--- src/rtl/raw_pkg.sv ---
// ----------------------------------------------------------------------------
// Room admission wait list: shared types and constants
// Request/result structs, mode and status codes, controller states, defaults.
// ----------------------------------------------------------------------------
package raw_pkg;

  localparam int unsigned DEF_NUM_ROOMS   = 8;
  localparam int unsigned DEF_MAX_MEMBERS = 16;
  localparam int unsigned DEF_QUEUE_DEPTH = 32;
  localparam int unsigned DEF_NUM_CLIENTS = 64;

  localparam int unsigned ROOM_W   = 3;
  localparam int unsigned CLIENT_W = 6;
  localparam int unsigned POS_W    = 6;
  localparam int unsigned CAP_W    = 5;

  localparam logic [CAP_W-1:0] DEFAULT_CAPACITY = 5'd3;

  typedef enum logic [1:0] {
    MODE_JOIN,
    MODE_LEAVE,
    MODE_DISC,
    MODE_QUERY
  } mode_t;

  typedef enum logic [3:0] {
    ST_JOINED,
    ST_ALREADY,
    ST_STILL_WAIT,
    ST_QUEUED,
    ST_FULL,
    ST_NOT_IN,
    ST_WRONG_ROOM,
    ST_LEFT,
    ST_DISCONNECTED,
    ST_IN_ROOM,
    ST_WAITING,
    ST_IDLE,
    ST_PROMOTED
  } status_t;

  typedef struct packed {
    mode_t               mode;
    logic [ROOM_W-1:0]   room;
    logic [CLIENT_W-1:0] client;
  } req_t;

  typedef struct packed {
    status_t             status;
    logic [ROOM_W-1:0]   room_out;
    logic [CLIENT_W-1:0] client_out;
    logic [POS_W-1:0]    position;
    logic                last;
  } res_t;

  typedef enum logic [3:0] {
    S_IDLE,
    S_DECODE,
    S_FREE,
    S_PROMO_RD,
    S_PROMO_CMP,
    S_SCAN_RD,
    S_SCAN_CMP,
    S_HIT,
    S_MISS,
    S_SHIFT_RD,
    S_SHIFT_WR,
    S_EMIT1,
    S_EMIT2
  } state_t;

endpackage

--- src/rtl/raw_ram.sv ---
// ----------------------------------------------------------------------------
// Simple dual-port RAM
// One write port, one read port, read data registered.
// ----------------------------------------------------------------------------
module raw_ram #(
  parameter int unsigned W = 6,
  parameter int unsigned D = 256,
  parameter int unsigned AW = (D > 1) ? $clog2(D) : 1
) (
  input  logic          clk,
  input  logic          we,
  input  logic [AW-1:0] waddr,
  input  logic [W-1:0]  wdata,
  input  logic          re,
  input  logic [AW-1:0] raddr,
  output logic [W-1:0]  rdata
);

  logic [W-1:0] mem [D];

  always_ff @(posedge clk) begin
    if (we) begin
      mem[waddr] <= wdata;
    end
  end

  always_ff @(posedge clk) begin
    if (re) begin
      rdata <= mem[raddr];
    end
  end

endmodule

--- src/rtl/room_admission_waitlist.sv ---
// ----------------------------------------------------------------------------
// Room admission with per-room FIFO wait lists
// Join/leave/disconnect/query requests against fixed rooms, with promotion
// of the oldest eligible waiter when a slot frees up.
// ----------------------------------------------------------------------------
// Some requests are decided in decode alone; join and waiting-list query
//   add a read and a compare per live entry of each room scanned.
// Disconnect scans all rooms, shifting the tail over a purged entry, and
//   for a joined client first walks the promotion in its room.
// One request at a time: busy until its last result is loaded;
//   results cannot be stalled. Reset: synchronous, flags clear, capacity 3.
// ----------------------------------------------------------------------------
module room_admission_waitlist #(
  parameter int unsigned NUM_ROOMS   = raw_pkg::DEF_NUM_ROOMS,
  parameter int unsigned MAX_MEMBERS = raw_pkg::DEF_MAX_MEMBERS,
  parameter int unsigned QUEUE_DEPTH = raw_pkg::DEF_QUEUE_DEPTH,
  parameter int unsigned NUM_CLIENTS = raw_pkg::DEF_NUM_CLIENTS
) (
  input  logic                       clk,
  input  logic                       rst,
  input  logic                       start,
  output logic                       busy,
  input  raw_pkg::req_t              request,
  input  logic                       cfg_we,
  input  logic [raw_pkg::CAP_W-1:0]  cfg_data,
  output logic                       strobe,
  output raw_pkg::res_t              result
);
  import raw_pkg::*;

  // index widths
  localparam int unsigned RIW = (NUM_ROOMS > 1) ? $clog2(NUM_ROOMS) : 1;
  localparam int unsigned CIW = (NUM_CLIENTS > 1) ? $clog2(NUM_CLIENTS) : 1;
  localparam int unsigned QIW = $clog2(QUEUE_DEPTH);
  localparam int unsigned QLW = $clog2(QUEUE_DEPTH + 1);
  localparam int unsigned QSW = QLW + 1;
  localparam int unsigned MCW = $clog2(MAX_MEMBERS + 1);
  localparam int unsigned WAD = NUM_ROOMS * QUEUE_DEPTH;
  localparam int unsigned WAW = $clog2(WAD);

  // control state
  state_t state, state_next;
  logic [CAP_W-1:0]   cap;
  logic [MCW-1:0]     cnt   [NUM_ROOMS];
  logic [QIW-1:0]     head  [NUM_ROOMS];
  logic [QLW-1:0]     qlen  [NUM_ROOMS];
  logic [NUM_CLIENTS-1:0] joined;   // doubles as valid bit for client_room RAM
  logic               have_promo;

  // request context
  req_t               req_q;
  logic [RIW-1:0]     cur_room;
  logic [QLW-1:0]     k;
  res_t               pend;
  res_t               promo;

  // RAM ports
  logic               cr_we;
  logic [CIW-1:0]     cr_waddr;
  logic [RIW-1:0]     cr_wdata;
  logic               cr_re;
  logic [RIW-1:0]     cr_rdata;
  logic               wr_we;
  logic [WAW-1:0]     wr_waddr;
  logic [CLIENT_W-1:0] wr_wdata;
  logic               wr_re;
  logic [WAW-1:0]     wr_raddr;
  logic [CLIENT_W-1:0] wr_rdata;

  // actions from the sequencer
  logic               accept;
  logic               emit;
  res_t               emit_res;
  logic               room_ld;
  logic [RIW-1:0]     room_val;
  logic               k_clr, k_inc;
  logic               cnt_inc, cnt_dec, head_adv, len_inc, len_dec;
  logic               jn_we, jn_val;
  logic [CIW-1:0]     jn_idx;
  logic               pend_we, promo_we, promo_clr;
  res_t               pend_val, promo_val;

  // current-room views
  logic [MCW-1:0]     cnt_cur;
  logic [QIW-1:0]     head_cur;
  logic [QLW-1:0]     qlen_cur;
  logic               room_free;
  logic               waiter_ok;
  logic               last_room;
  logic [CIW-1:0]     req_idx;

  function automatic logic [QIW-1:0] slot_of(input logic [QIW-1:0] h,
                                             input logic [QLW-1:0] off);
    logic [QSW-1:0] sum;
    sum = QSW'(h) + QSW'(off);
    if (sum >= QSW'(QUEUE_DEPTH)) begin
      sum = sum - QSW'(QUEUE_DEPTH);
    end
    return QIW'(sum);
  endfunction

  function automatic logic [WAW-1:0] addr_of(input logic [RIW-1:0] r,
                                             input logic [QIW-1:0] s);
    return WAW'(r) * WAW'(QUEUE_DEPTH) + WAW'(s);
  endfunction

  function automatic res_t mk(input status_t st, input logic [ROOM_W-1:0] r,
                              input logic [CLIENT_W-1:0] c,
                              input logic [POS_W-1:0] p, input logic l);
    res_t x;
    x.status     = st;
    x.room_out   = r;
    x.client_out = c;
    x.position   = p;
    x.last       = l;
    return x;
  endfunction

  // client -> room of membership; read data used only where the joined flag is set
  raw_ram #(.W(RIW), .D(NUM_CLIENTS)) u_client_room (
    .clk   (clk),
    .we    (cr_we),
    .waddr (cr_waddr),
    .wdata (cr_wdata),
    .re    (cr_re),
    .raddr (CIW'(request.client)),
    .rdata (cr_rdata)
  );

  // per-room circular wait lists, rooms laid out back to back
  raw_ram #(.W(CLIENT_W), .D(WAD)) u_wait_ids (
    .clk   (clk),
    .we    (wr_we),
    .waddr (wr_waddr),
    .wdata (wr_wdata),
    .re    (wr_re),
    .raddr (wr_raddr),
    .rdata (wr_rdata)
  );

  assign busy     = (state != S_IDLE);
  assign accept   = start && !busy;
  assign cr_re    = accept;
  assign cnt_cur  = cnt[cur_room];
  assign head_cur = head[cur_room];
  assign qlen_cur = qlen[cur_room];
  assign req_idx  = CIW'(req_q.client);
  // free slot against min(capacity register, MAX_MEMBERS)
  assign room_free = (32'(cnt_cur) < 32'(cap)) && (32'(cnt_cur) < MAX_MEMBERS);
  // waiter already joined elsewhere (or out of range) gets dropped
  assign waiter_ok = (32'(wr_rdata) < NUM_CLIENTS) && !joined[CIW'(wr_rdata)];
  assign last_room = (32'(cur_room) == NUM_ROOMS - 1);

  always_ff @(posedge clk) begin
    if (rst) begin
      state <= S_IDLE;
    end else begin
      state <= state_next;
    end
  end

  // sequencer: next state and actions
  always_comb begin
    state_next = state;
    emit       = 1'b0;
    emit_res   = res_t'('0);
    room_ld    = 1'b0;
    room_val   = cur_room;
    k_clr      = 1'b0;
    k_inc      = 1'b0;
    cnt_inc    = 1'b0;
    cnt_dec    = 1'b0;
    head_adv   = 1'b0;
    len_inc    = 1'b0;
    len_dec    = 1'b0;
    jn_we      = 1'b0;
    jn_val     = 1'b0;
    jn_idx     = req_idx;
    cr_we      = 1'b0;
    cr_waddr   = req_idx;
    cr_wdata   = cur_room;
    wr_we      = 1'b0;
    wr_waddr   = addr_of(cur_room, slot_of(head_cur, k));
    wr_wdata   = req_q.client;
    wr_re      = 1'b0;
    wr_raddr   = addr_of(cur_room, slot_of(head_cur, k));
    pend_we    = 1'b0;
    pend_val   = res_t'('0);
    promo_we   = 1'b0;
    promo_clr  = 1'b0;
    promo_val  = res_t'('0);

    unique case (state)
      S_IDLE: begin
        if (accept) begin
          if (32'(request.client) < NUM_CLIENTS) begin
            state_next = S_DECODE;
          end else begin
            emit     = 1'b1;
            emit_res = mk(ST_IDLE, '0, request.client, '0, 1'b1);
          end
        end
      end

      S_DECODE: begin
        unique case (req_q.mode)
          MODE_JOIN: begin
            if (joined[req_idx]) begin
              emit       = 1'b1;
              emit_res   = mk(ST_ALREADY, ROOM_W'(cr_rdata), req_q.client, '0, 1'b1);
              state_next = S_IDLE;
            end else if (32'(req_q.room) >= NUM_ROOMS) begin
              emit       = 1'b1;
              emit_res   = mk(ST_WRONG_ROOM, req_q.room, req_q.client, '0, 1'b1);
              state_next = S_IDLE;
            end else begin
              room_ld    = 1'b1;
              room_val   = RIW'(req_q.room);
              k_clr      = 1'b1;
              state_next = S_SCAN_RD;
            end
          end
          MODE_LEAVE: begin
            if (!joined[req_idx]) begin
              emit       = 1'b1;
              emit_res   = mk(ST_NOT_IN, req_q.room, req_q.client, '0, 1'b1);
              state_next = S_IDLE;
            end else if (32'(req_q.room) >= NUM_ROOMS) begin
              emit       = 1'b1;
              emit_res   = mk(ST_WRONG_ROOM, req_q.room, req_q.client, '0, 1'b1);
              state_next = S_IDLE;
            end else if (32'(cr_rdata) != 32'(req_q.room)) begin
              emit       = 1'b1;
              emit_res   = mk(ST_WRONG_ROOM, ROOM_W'(cr_rdata), req_q.client, '0, 1'b1);
              state_next = S_IDLE;
            end else begin
              room_ld    = 1'b1;
              room_val   = cr_rdata;
              pend_we    = 1'b1;
              pend_val   = mk(ST_LEFT, ROOM_W'(cr_rdata), req_q.client, '0, 1'b0);
              promo_clr  = 1'b1;
              state_next = S_FREE;
            end
          end
          MODE_DISC: begin
            promo_clr = 1'b1;
            pend_we   = 1'b1;
            room_ld   = 1'b1;
            if (joined[req_idx]) begin
              room_val   = cr_rdata;
              pend_val   = mk(ST_DISCONNECTED, ROOM_W'(cr_rdata), req_q.client, '0, 1'b0);
              state_next = S_FREE;
            end else begin
              room_val   = '0;
              pend_val   = mk(ST_DISCONNECTED, '0, req_q.client, '0, 1'b0);
              k_clr      = 1'b1;
              state_next = S_SCAN_RD;
            end
          end
          MODE_QUERY: begin
            if (joined[req_idx]) begin
              emit       = 1'b1;
              emit_res   = mk(ST_IN_ROOM, ROOM_W'(cr_rdata), req_q.client, '0, 1'b1);
              state_next = S_IDLE;
            end else begin
              room_ld    = 1'b1;
              room_val   = '0;
              k_clr      = 1'b1;
              state_next = S_SCAN_RD;
            end
          end
        endcase
      end

      // release the slot; a leaving client drops its flag before promotion
      S_FREE: begin
        cnt_dec = (cnt_cur != '0);
        if (req_q.mode == MODE_LEAVE) begin
          jn_we = 1'b1;
        end
        state_next = S_PROMO_RD;
      end

      S_PROMO_RD: begin
        if (room_free && (qlen_cur != '0)) begin
          wr_re      = 1'b1;
          wr_raddr   = addr_of(cur_room, head_cur);
          state_next = S_PROMO_CMP;
        end else if (req_q.mode == MODE_LEAVE) begin
          state_next = S_EMIT1;
        end else begin
          room_ld    = 1'b1;
          room_val   = '0;
          k_clr      = 1'b1;
          state_next = S_SCAN_RD;
        end
      end

      S_PROMO_CMP: begin
        head_adv = 1'b1;
        len_dec  = 1'b1;
        if (waiter_ok) begin
          jn_we     = 1'b1;
          jn_val    = 1'b1;
          jn_idx    = CIW'(wr_rdata);
          cr_we     = 1'b1;
          cr_waddr  = CIW'(wr_rdata);
          cnt_inc   = 1'b1;
          promo_we  = 1'b1;
          promo_val = mk(ST_PROMOTED, ROOM_W'(cur_room), wr_rdata, '0, 1'b1);
          if (req_q.mode == MODE_LEAVE) begin
            state_next = S_EMIT1;
          end else begin
            room_ld    = 1'b1;
            room_val   = '0;
            k_clr      = 1'b1;
            state_next = S_SCAN_RD;
          end
        end else begin
          state_next = S_PROMO_RD;
        end
      end

      S_SCAN_RD: begin
        if (k < qlen_cur) begin
          wr_re      = 1'b1;
          state_next = S_SCAN_CMP;
        end else begin
          state_next = S_MISS;
        end
      end

      S_SCAN_CMP: begin
        if (wr_rdata == req_q.client) begin
          state_next = S_HIT;
        end else begin
          k_inc      = 1'b1;
          state_next = S_SCAN_RD;
        end
      end

      S_HIT: begin
        case (req_q.mode)
          MODE_JOIN: begin
            emit       = 1'b1;
            emit_res   = mk(ST_STILL_WAIT, ROOM_W'(cur_room), req_q.client,
                            POS_W'(32'(k) + 1), 1'b1);
            state_next = S_IDLE;
          end
          MODE_QUERY: begin
            emit       = 1'b1;
            emit_res   = mk(ST_WAITING, ROOM_W'(cur_room), req_q.client,
                            POS_W'(32'(k) + 1), 1'b1);
            state_next = S_IDLE;
          end
          MODE_DISC: begin
            state_next = S_SHIFT_RD;
          end
          default: begin
            state_next = S_IDLE;
          end
        endcase
      end

      S_MISS: begin
        case (req_q.mode)
          MODE_JOIN: begin
            state_next = S_IDLE;
            emit       = 1'b1;
            if (room_free) begin
              cnt_inc  = 1'b1;
              jn_we    = 1'b1;
              jn_val   = 1'b1;
              cr_we    = 1'b1;
              emit_res = mk(ST_JOINED, ROOM_W'(cur_room), req_q.client, '0, 1'b1);
            end else if (32'(qlen_cur) >= QUEUE_DEPTH) begin
              emit_res = mk(ST_FULL, ROOM_W'(cur_room), req_q.client, '0, 1'b1);
            end else begin
              wr_we    = 1'b1;
              wr_waddr = addr_of(cur_room, slot_of(head_cur, qlen_cur));
              len_inc  = 1'b1;
              emit_res = mk(ST_QUEUED, ROOM_W'(cur_room), req_q.client,
                            POS_W'(32'(qlen_cur) + 1), 1'b1);
            end
          end
          MODE_QUERY: begin
            if (last_room) begin
              emit       = 1'b1;
              emit_res   = mk(ST_IDLE, '0, req_q.client, '0, 1'b1);
              state_next = S_IDLE;
            end else begin
              room_ld    = 1'b1;
              room_val   = cur_room + 1'b1;
              k_clr      = 1'b1;
              state_next = S_SCAN_RD;
            end
          end
          MODE_DISC: begin
            if (last_room) begin
              jn_we      = 1'b1;
              state_next = S_EMIT1;
            end else begin
              room_ld    = 1'b1;
              room_val   = cur_room + 1'b1;
              k_clr      = 1'b1;
              state_next = S_SCAN_RD;
            end
          end
          default: begin
            state_next = S_IDLE;
          end
        endcase
      end

      // close the gap left by a purged entry, moving each later entry down one slot
      S_SHIFT_RD: begin
        if (32'(k) + 1 < 32'(qlen_cur)) begin
          wr_re      = 1'b1;
          wr_raddr   = addr_of(cur_room, slot_of(head_cur, QLW'(32'(k) + 1)));
          state_next = S_SHIFT_WR;
        end else begin
          len_dec = 1'b1;
          if (last_room) begin
            jn_we      = 1'b1;
            state_next = S_EMIT1;
          end else begin
            room_ld    = 1'b1;
            room_val   = cur_room + 1'b1;
            k_clr      = 1'b1;
            state_next = S_SCAN_RD;
          end
        end
      end

      S_SHIFT_WR: begin
        wr_we      = 1'b1;
        wr_wdata   = wr_rdata;
        k_inc      = 1'b1;
        state_next = S_SHIFT_RD;
      end

      S_EMIT1: begin
        emit          = 1'b1;
        emit_res      = pend;
        emit_res.last = !have_promo;
        state_next    = have_promo ? S_EMIT2 : S_IDLE;
      end

      S_EMIT2: begin
        emit       = 1'b1;
        emit_res   = promo;
        state_next = S_IDLE;
      end

      default: begin
        state_next = S_IDLE;
      end
    endcase
  end

  // control registers
  always_ff @(posedge clk) begin
    if (rst) begin
      cap        <= DEFAULT_CAPACITY;
      joined     <= '0;
      strobe     <= 1'b0;
      have_promo <= 1'b0;
      for (int i = 0; i < NUM_ROOMS; i++) begin
        cnt[i]  <= '0;
        head[i] <= '0;
        qlen[i] <= '0;
      end
    end else begin
      strobe <= emit;
      if (cfg_we) begin
        cap <= cfg_data;
      end
      if (jn_we) begin
        joined[jn_idx] <= jn_val;
      end
      if (cnt_inc) begin
        cnt[cur_room] <= cnt_cur + 1'b1;
      end else if (cnt_dec) begin
        cnt[cur_room] <= cnt_cur - 1'b1;
      end
      if (head_adv) begin
        head[cur_room] <= slot_of(head_cur, QLW'(1));
      end
      if (len_inc) begin
        qlen[cur_room] <= qlen_cur + 1'b1;
      end else if (len_dec) begin
        qlen[cur_room] <= qlen_cur - 1'b1;
      end
      if (promo_clr) begin
        have_promo <= 1'b0;
      end else if (promo_we) begin
        have_promo <= 1'b1;
      end
    end
  end

  // request context and result payload
  always_ff @(posedge clk) begin
    if (accept) begin
      req_q <= request;
    end
    if (room_ld) begin
      cur_room <= room_val;
    end
    if (k_clr) begin
      k <= '0;
    end else if (k_inc) begin
      k <= k + 1'b1;
    end
    if (pend_we) begin
      pend <= pend_val;
    end
    if (promo_we) begin
      promo <= promo_val;
    end
    if (emit) begin
      result <= emit_res;
    end
  end

  // a non-final result is always followed by the next one
  a_pair_back_to_back: assert property (@(posedge clk) disable iff (rst)
    strobe && !result.last |=> strobe)
    else $error("result pair split");

  a_scan_order: assert property (@(posedge clk) disable iff (rst)
    state == S_SCAN_CMP |-> $past(state) == S_SCAN_RD)
    else $error("scan compare without read");

  a_promo_order: assert property (@(posedge clk) disable iff (rst)
    state == S_PROMO_CMP |-> $past(state) == S_PROMO_RD)
    else $error("promotion compare without read");

  a_emit2_has_promo: assert property (@(posedge clk) disable iff (rst)
    state == S_EMIT2 |-> have_promo && $past(state) == S_EMIT1)
    else $error("promotion result without promotion");

endmodule
--- config.mk ---
export PLATFORM = sky130hd
export DESIGN_NAME = room_admission_waitlist
export DESIGN_NICKNAME = d
export VERILOG_FILES = /design/src/rtl/raw_pkg.sv /design/src/rtl/raw_ram.sv /design/src/rtl/room_admission_waitlist.sv
export SDC_FILE = /design/constraint.sdc
export NUM_CORES = 2
export LEC_CHECK = 0
export BUFFER_PORTS_ARGS = -buffer_cell sky130_fd_sc_hd__buf_2
export CAP_MARGIN = 40
export CORE_MARGIN = 1.5
export CORE_UTILIZATION = 30
export CTS_BUF_LIST = sky130_fd_sc_hd__clkbuf_16
export DETAILED_ROUTE_END_ITERATION = 8
export HOLD_SLACK_MARGIN = 0.02
export SLEW_MARGIN = 20
export SYNTH_ARGS = -nofsm -noshare
export SYNTH_HDL_FRONTEND = slang
export SYNTH_SLANG_ARGS = --single-unit
--- constraint.sdc ---
create_clock -name clk -period 29.7 [get_ports clk]
set_clock_uncertainty 0.15 [all_clocks]
set_input_delay 4.455 -clock clk [delete_from_list [all_inputs] [get_ports clk]]
set_output_delay 4.455 -clock clk [all_outputs]
set_load 0.01 [all_outputs]
==> Word-level counts from Yosys, hierarchy flattened <==
Memory sizes are Yosys's and may differ from the RTL's. A register that Yosys moved wholly into a read port is not among the register bits.
Cells that the tools add are included.
{ "totals": {"word_cells": 273, "input_bits": 20, "reg_bits": 154, "ramBits": 1856, "n_memories": 5, "output_inout_bits": 22} }
{ "op_classes": {"muxes": 159, "addsub": 20, "eq_ne": 27, "reduce_logical": 22, "n_bitwise": 3, "order_cmp": 13} }
{ "memory_table": {"columns": ["name", "depth", "width", "read_ports", "rd_clocked_by_memory_dff", "write_ports", "line_no", "rtl"], "rows": [
  ["u_wait_ids.mem", 256, 6, 1, 1, 1, "raw_ram.sv:19", "logic [W-1:0] mem [D];"],
  ["u_client_room.mem", 64, 3, 1, 1, 1, "raw_ram.sv:19", null],
  ["qlen", 8, 6, 1, 1, 8, "room_admission_waitlist.sv:46", "logic [QLW-1:0] qlen [NUM_ROOMS];"],
  ["cnt", 8, 5, 1, 1, 8, "room_admission_waitlist.sv:44", "logic [MCW-1:0] cnt [NUM_ROOMS];"],
  ["head", 8, 5, 1, 1, 8, "room_admission_waitlist.sv:45", "logic [QIW-1:0] head [NUM_ROOMS];"]
]} }
{ "ops": {"columns": ["op", "count"], "rows": [
  ["$pmux 20 s2", 3],
  ["$mux 19", 6],
  ["$pmux 20 s5", 1],
  ["$mux 5", 15],
  ["$bwmux 64", 1],
  ["$mux 1", 61],
  ["$mux 20", 3],
  ["$mux 3", 20],
  ["$pmux 20 s3", 1],
  ["$mux 8", 6],
  ["$pmux 4 s12", 1],
  ["$mux 4", 9],
  ["$add 8x5->8", 4],
  ["$lt 32x6->1", 1],
  ["$mux 6", 5],
  ["$sub 5x1->5 const B", 5],
  ["$add 5x6->7", 3],
  ["$ge 7x6->1 const B", 3],
  ["$lt 6x7->1 const B", 3],
  ["$eq 4x4->1 const B", 5],
  ["$add 6x1->6 const B", 3],
  ["$mux 17", 1],
  ["$eq 4x3->1 const B", 4],
  ["$mux 16", 1],
  ["45 further kinds", 79]
]} }

==> Longest topological paths before layout <==
{ "logic_depth": {"ltp_word": 12, "mapped_depth": 25} }

==> Modules after synthesis <==
Synthesis repeated with hierarchy kept, for this count alone.
{ "hier_totals": {"cells_unflattened": 4778, "area_unflattened_um2": 83143.5} }
{ "modules_own_cells": {"columns": ["mod", "cells_each", "n_inst", "area_each_um2"], "rows": [
  ["raw_ram (u_wait_ids)", 2964, 1, 60133.9],
  ["room_admission_waitlist", 1382, 1, 15064.4],
  ["raw_ram (u_client_room)", 432, 1, 7945.1]
]} }

==> Worst setup path before layout <==
OpenSTA, ideal clock, no wires.
{ "synth_timing": {"kind": "register to register", "from": "reg req_q, in the netlist req_idx[0]", "to": "mem u_wait_ids.mem[0][0] (data pin)", "synth_period_minus_slack_ns": 13.553, "arrival_time_ns": 11.215, "slack_ns": 16.147, "stages_incl_launch_ff": 5, "cell_sequence": "edfxtp_1 -> clkbuf_1 -> buf_2 -> inv_1 -> o21ai_0"} }
{ "synth_between": {"elab_chain_cells": 1} }
{ "synth_rtl": {"columns": ["item", "line_no", "rtl"], "rows": [
  ["start, declared", "room_admission_waitlist.sv:51", "req_t req_q;"],
  ["start signal, assigned", "room_admission_waitlist.sv:505", "req_q <= request;"],
  ["$mux 6", "room_admission_waitlist.sv:193", "unique case (state)"],
  ["net u_wait_ids.wdata[0]", "raw_ram.sv:13", "input logic [W-1:0] wdata,"],
  ["end, declared", "raw_ram.sv:19", null]
]} }
The timed path passes the listed nets, and every way through them passes these cells.

==> metrics.md <==
| Metric | Value |
|---|---|
| Status | finished clean |
| Final Cell Area | 95100 um^2 |
| RSZ-0062 raised after global routing | no |
| Antenna Nets Post-Route | 0 |
| Total grt overflow | 0 |
| Total Routing Usage GR | 16.5% |
| Initial antenna violation count | 8 |
| CORE AREA | 277000 um^2 |
| Vias in the first global route | 49300 |
| Clock root buffer | clkbuf_16 |
| Largest net degree at the start of global routing | 197 |
| Share of cells above drive strength 1 | 14.0% |
| Synthesized cell area | 83800 um^2 |
| WL/cell | 25.3 um |
| Post-CTS Setup Inserts | 0 |
| Count of cell types in the netlist | 89 |
| Clk buf depth | 3 |
| Area growth syn-to-layout | 13.5% |
| Min Hold Slack | 0.349 ns |
| # setup viols final | 0 |
| WL final | 240000 um |
| CP Launch Type | register |
| CP endpoint kind | register |
| First-pass GRT wire length | 348000 um |
| Least-Margin Pin Slew | 1.05 ns |
| Crit-path max FO | 133 |
| CTS buffer count | 196 |
| Worst R2R Path Depth | 19 |
| Tcrit/Tclk final | 28.9% |
| Die height | 532 um |
| HP Class | register to register |
| Routed vias/inst | 5.37 |
| Synthesis Warnings | 0 |
| Gpl congestion | 0.866 |
| Drt first pass iters | 9 |
| CP Capture Point | u_wait_ids.rdata[0]$_DFFE_PP_ |
| Max-slew headroom | 29.5% |
| Syn Nets | 5630 |
| Die Wd | 532 um |
| # rows | 193 |
| Clock Sinks | 2004 |
| Post-layout util | 34.3% |
| Peak supply drop | 0.0675 mV |
| Detailed Place HPWL | 147000 um |
| Sequential share of the synthesized area | 70.8% |
| Hold Buf Count CTS | 0 |
| #FFs+latches synth | 2004 |
| Maxcap violations | 0 |
| Port Buffer Count | 41 |
| Initial Util | 30.2% |
| R2r setup slk | 21.12 ns |
| CTS H-tree lvls | 4 |
| WP data required | 30.12 ns |
| Worst setup path category | register to register |
| DRT iter0 DRCs | 6930 |
| Nets | 5676 |
| Fin Setup TNS | 0 ns |
| Hold Path Depth | 2 |
| CTS tree | built |
| Worst-path clk slew | 0.07 ns |
| I/O pin count | 42 |
| Worst r2r dst | u_wait_ids.rdata[0]$_DFFE_PP_ |
| Post_cts resized | 0 |
| DRC viols | 0 |
| WP data arrival | 9.00 ns |
| Worst skew pair latency | 0.86 ns |
| Fin. Hold Viols | 0 |
| Vias | 50900 |
| Die area | 283000 um^2 |
| Cells after Synth | 5566 |
| Syn Area/Cell | 15.1 um^2 |
| Final min period | 8.58 ns |
| Pleak | 30.6 nW |
| Slew Viols, Final | 0 |
| Fmax | 0.117 GHz |
| Ys async rst share | 0% |
| Pwr dens | 67.5 nW/um^2 |
| Number of enable flip-flop cells after synthesis | 1920 |
| Ys flop type | edfxtp_1 |
| Cell Area, Placed | 88700 um^2 |
==> cells in the final DEF (no fill, tap or decap), types with 41 or more instances in the layout <==
cell type / synthesis / routed
a311oi_1: 46 / 46
nand2_1: 688 / 685
edfxtp_1: 1920 / 1920
nand3_1: 247 / 246
buf_2: 87 / 46
o22ai_1: 42 / 41
clkbuf_16: 0 / 200
nor2_1: 643 / 635
a21oi_1: 122 / 121
inv_1: 41 / 92
mux2i_1: 194 / 194
a211oi_1: 127 / 127
a32oi_1: 43 / 43
a22oi_1: 57 / 57
buf_4: 24 / 109
clkinv_1: 2 / 51
dfxtp_1: 84 / 83
a31oi_1: 66 / 66
mux4_2: 269 / 269
and3_1: 94 / 92
o21ai_0: 64 / 59
==> layer usage <==
layer  global-route usage [%]  routed length [um]  vias to the layer above
met5                        0                  21                        -
li1                         -                   -                    21700
met3                     3.61               24500                      414
met4                     4.82                6400                        4
met1                     22.9               98800                    26000
met2                     25.8              110000                     2751
==> synthesized netlist by cell type, types with 33 or more instances <==
library cell | count | area (um^2)
xnor2_1 | 35 | 307
clkbuf_1 | 175 | 657
a21oi_1 | 122 | 611
a311oi_1 | 46 | 403
nand2_1 | 688 | 2580
mux4_2 | 269 | 6060
ha_1 | 40 | 500
o22ai_1 | 42 | 263
and3_1 | 94 | 588
nand3_1 | 247 | 1240
buf_1 | 37 | 139
buf_2 | 87 | 435
nand4_1 | 33 | 206
edfxtp_1 | 1920 | 57700
a211oi_1 | 127 | 953
a32oi_1 | 43 | 377
o21ai_0 | 64 | 320
a31oi_1 | 66 | 413
mux2i_1 | 194 | 1940
a22oi_1 | 57 | 428
dfxtp_1 | 84 | 1680
inv_1 | 41 | 154
nor2_1 | 643 | 2410
==> per-stage QoR <==
stage	total power, mW	setup slack (ns)	cells
after floorplan	3.77	16.15	5566
after global placement	4.04	20.58	9070
after detailed placement	4.06	21.17	9105
after CTS	6.43	21.20	9465
after global routing	6.59	20.93	9480
final	6.42	21.12	9482
==> cell families after synthesis <==
logic type / after synthesis / share of synthesized area (%)
flip-flops: 2004 / 70.8
adder cells (fa/ha/maj): 44 / 0.693
multiplexers: 488 / 9.96
AND/OR/NAND/NOR: 1852 / 9.57
buffers and inverters: 398 / 2.31
AO/OA/AOI/OAI: 734 / 6.18
XOR/XNOR: 46 / 0.481
==> worst min path at each step <==
| stage | start | to |
|---|---|---|
| finish | joined[5]$_SDFFE_PP0P_ | joined[5]$_SDFFE_PP0P_ |
| global route | joined[4]$_SDFFE_PP0P_ | joined[4]$_SDFFE_PP0P_ |
| CTS | joined[5]$_SDFFE_PP0P_ | joined[5]$_SDFFE_PP0P_ |
| detailed placement | joined[5]$_SDFFE_PP0P_ | joined[5]$_SDFFE_PP0P_ |
| global placement | joined[5]$_SDFFE_PP0P_ | joined[5]$_SDFFE_PP0P_ |
| floorplan | cap[0]$_SDFFE_PP1P_ | cap[0]$_SDFFE_PP1P_ |
==> flip-flops by register name, indices dropped and copies added, names as in the netlist, named ones only <==
register / flops
state: 4
joined: 64
u_wait_ids.rdata: 6
have_promo: 1
strobe: 1
pend: 11
u_wait_ids.mem: 1536
promo: 10
req_idx: 6
result: 20
u_client_room.rdata: 3
k: 6
cap: 5
req_q: 5
u_client_room.mem: 192
cnt: 40
cr_wdata: 3
head: 40
qlen: 48
==> where the power goes <==
part / switching (mW) / total (mW) / internal [mW]
sequential: 0.00990 / 3.15 / 3.14
combinational: 0.609 / 0.875 / 0.266
clock: 1.09 / 2.40 / 1.31
==> area by class of cell <==
| type | count | area [um^2] |
|---|---|---|
| inverters | 43 | 161 |
| clock inverters | 160 | 1120 |
| flip-flops and latches | 2004 | 59300 |
| clock buffers | 200 | 5000 |
| repair buffers | 203 | 2030 |
| fillers | 26500 | 182000 |
| diodes | 3 | 7.51 |
| well taps | 3705 | 4640 |
| multi-input cells | 3164 | 22800 |
==> critical path: stages (launching register included) <==
cell and delay (ns):
dfxtp_2 0.32, buf_4 0.50, mux4_2 0.58, mux2_2 0.34, ha_1 0.30, nor2b_1 0.14
o2111ai_1 0.24, nand3_1 0.32, a211oi_1 0.57, buf_2 0.26, nand3_1 0.16, nand3_4 0.53
buf_12 0.43, buf_12 0.53, buf_4 0.71, mux4_2 0.42, a32oi_1 0.24, o211ai_1 0.21
nor4_2 0.87, nor4_1 0.10
(Power assumes the default switching activity.)
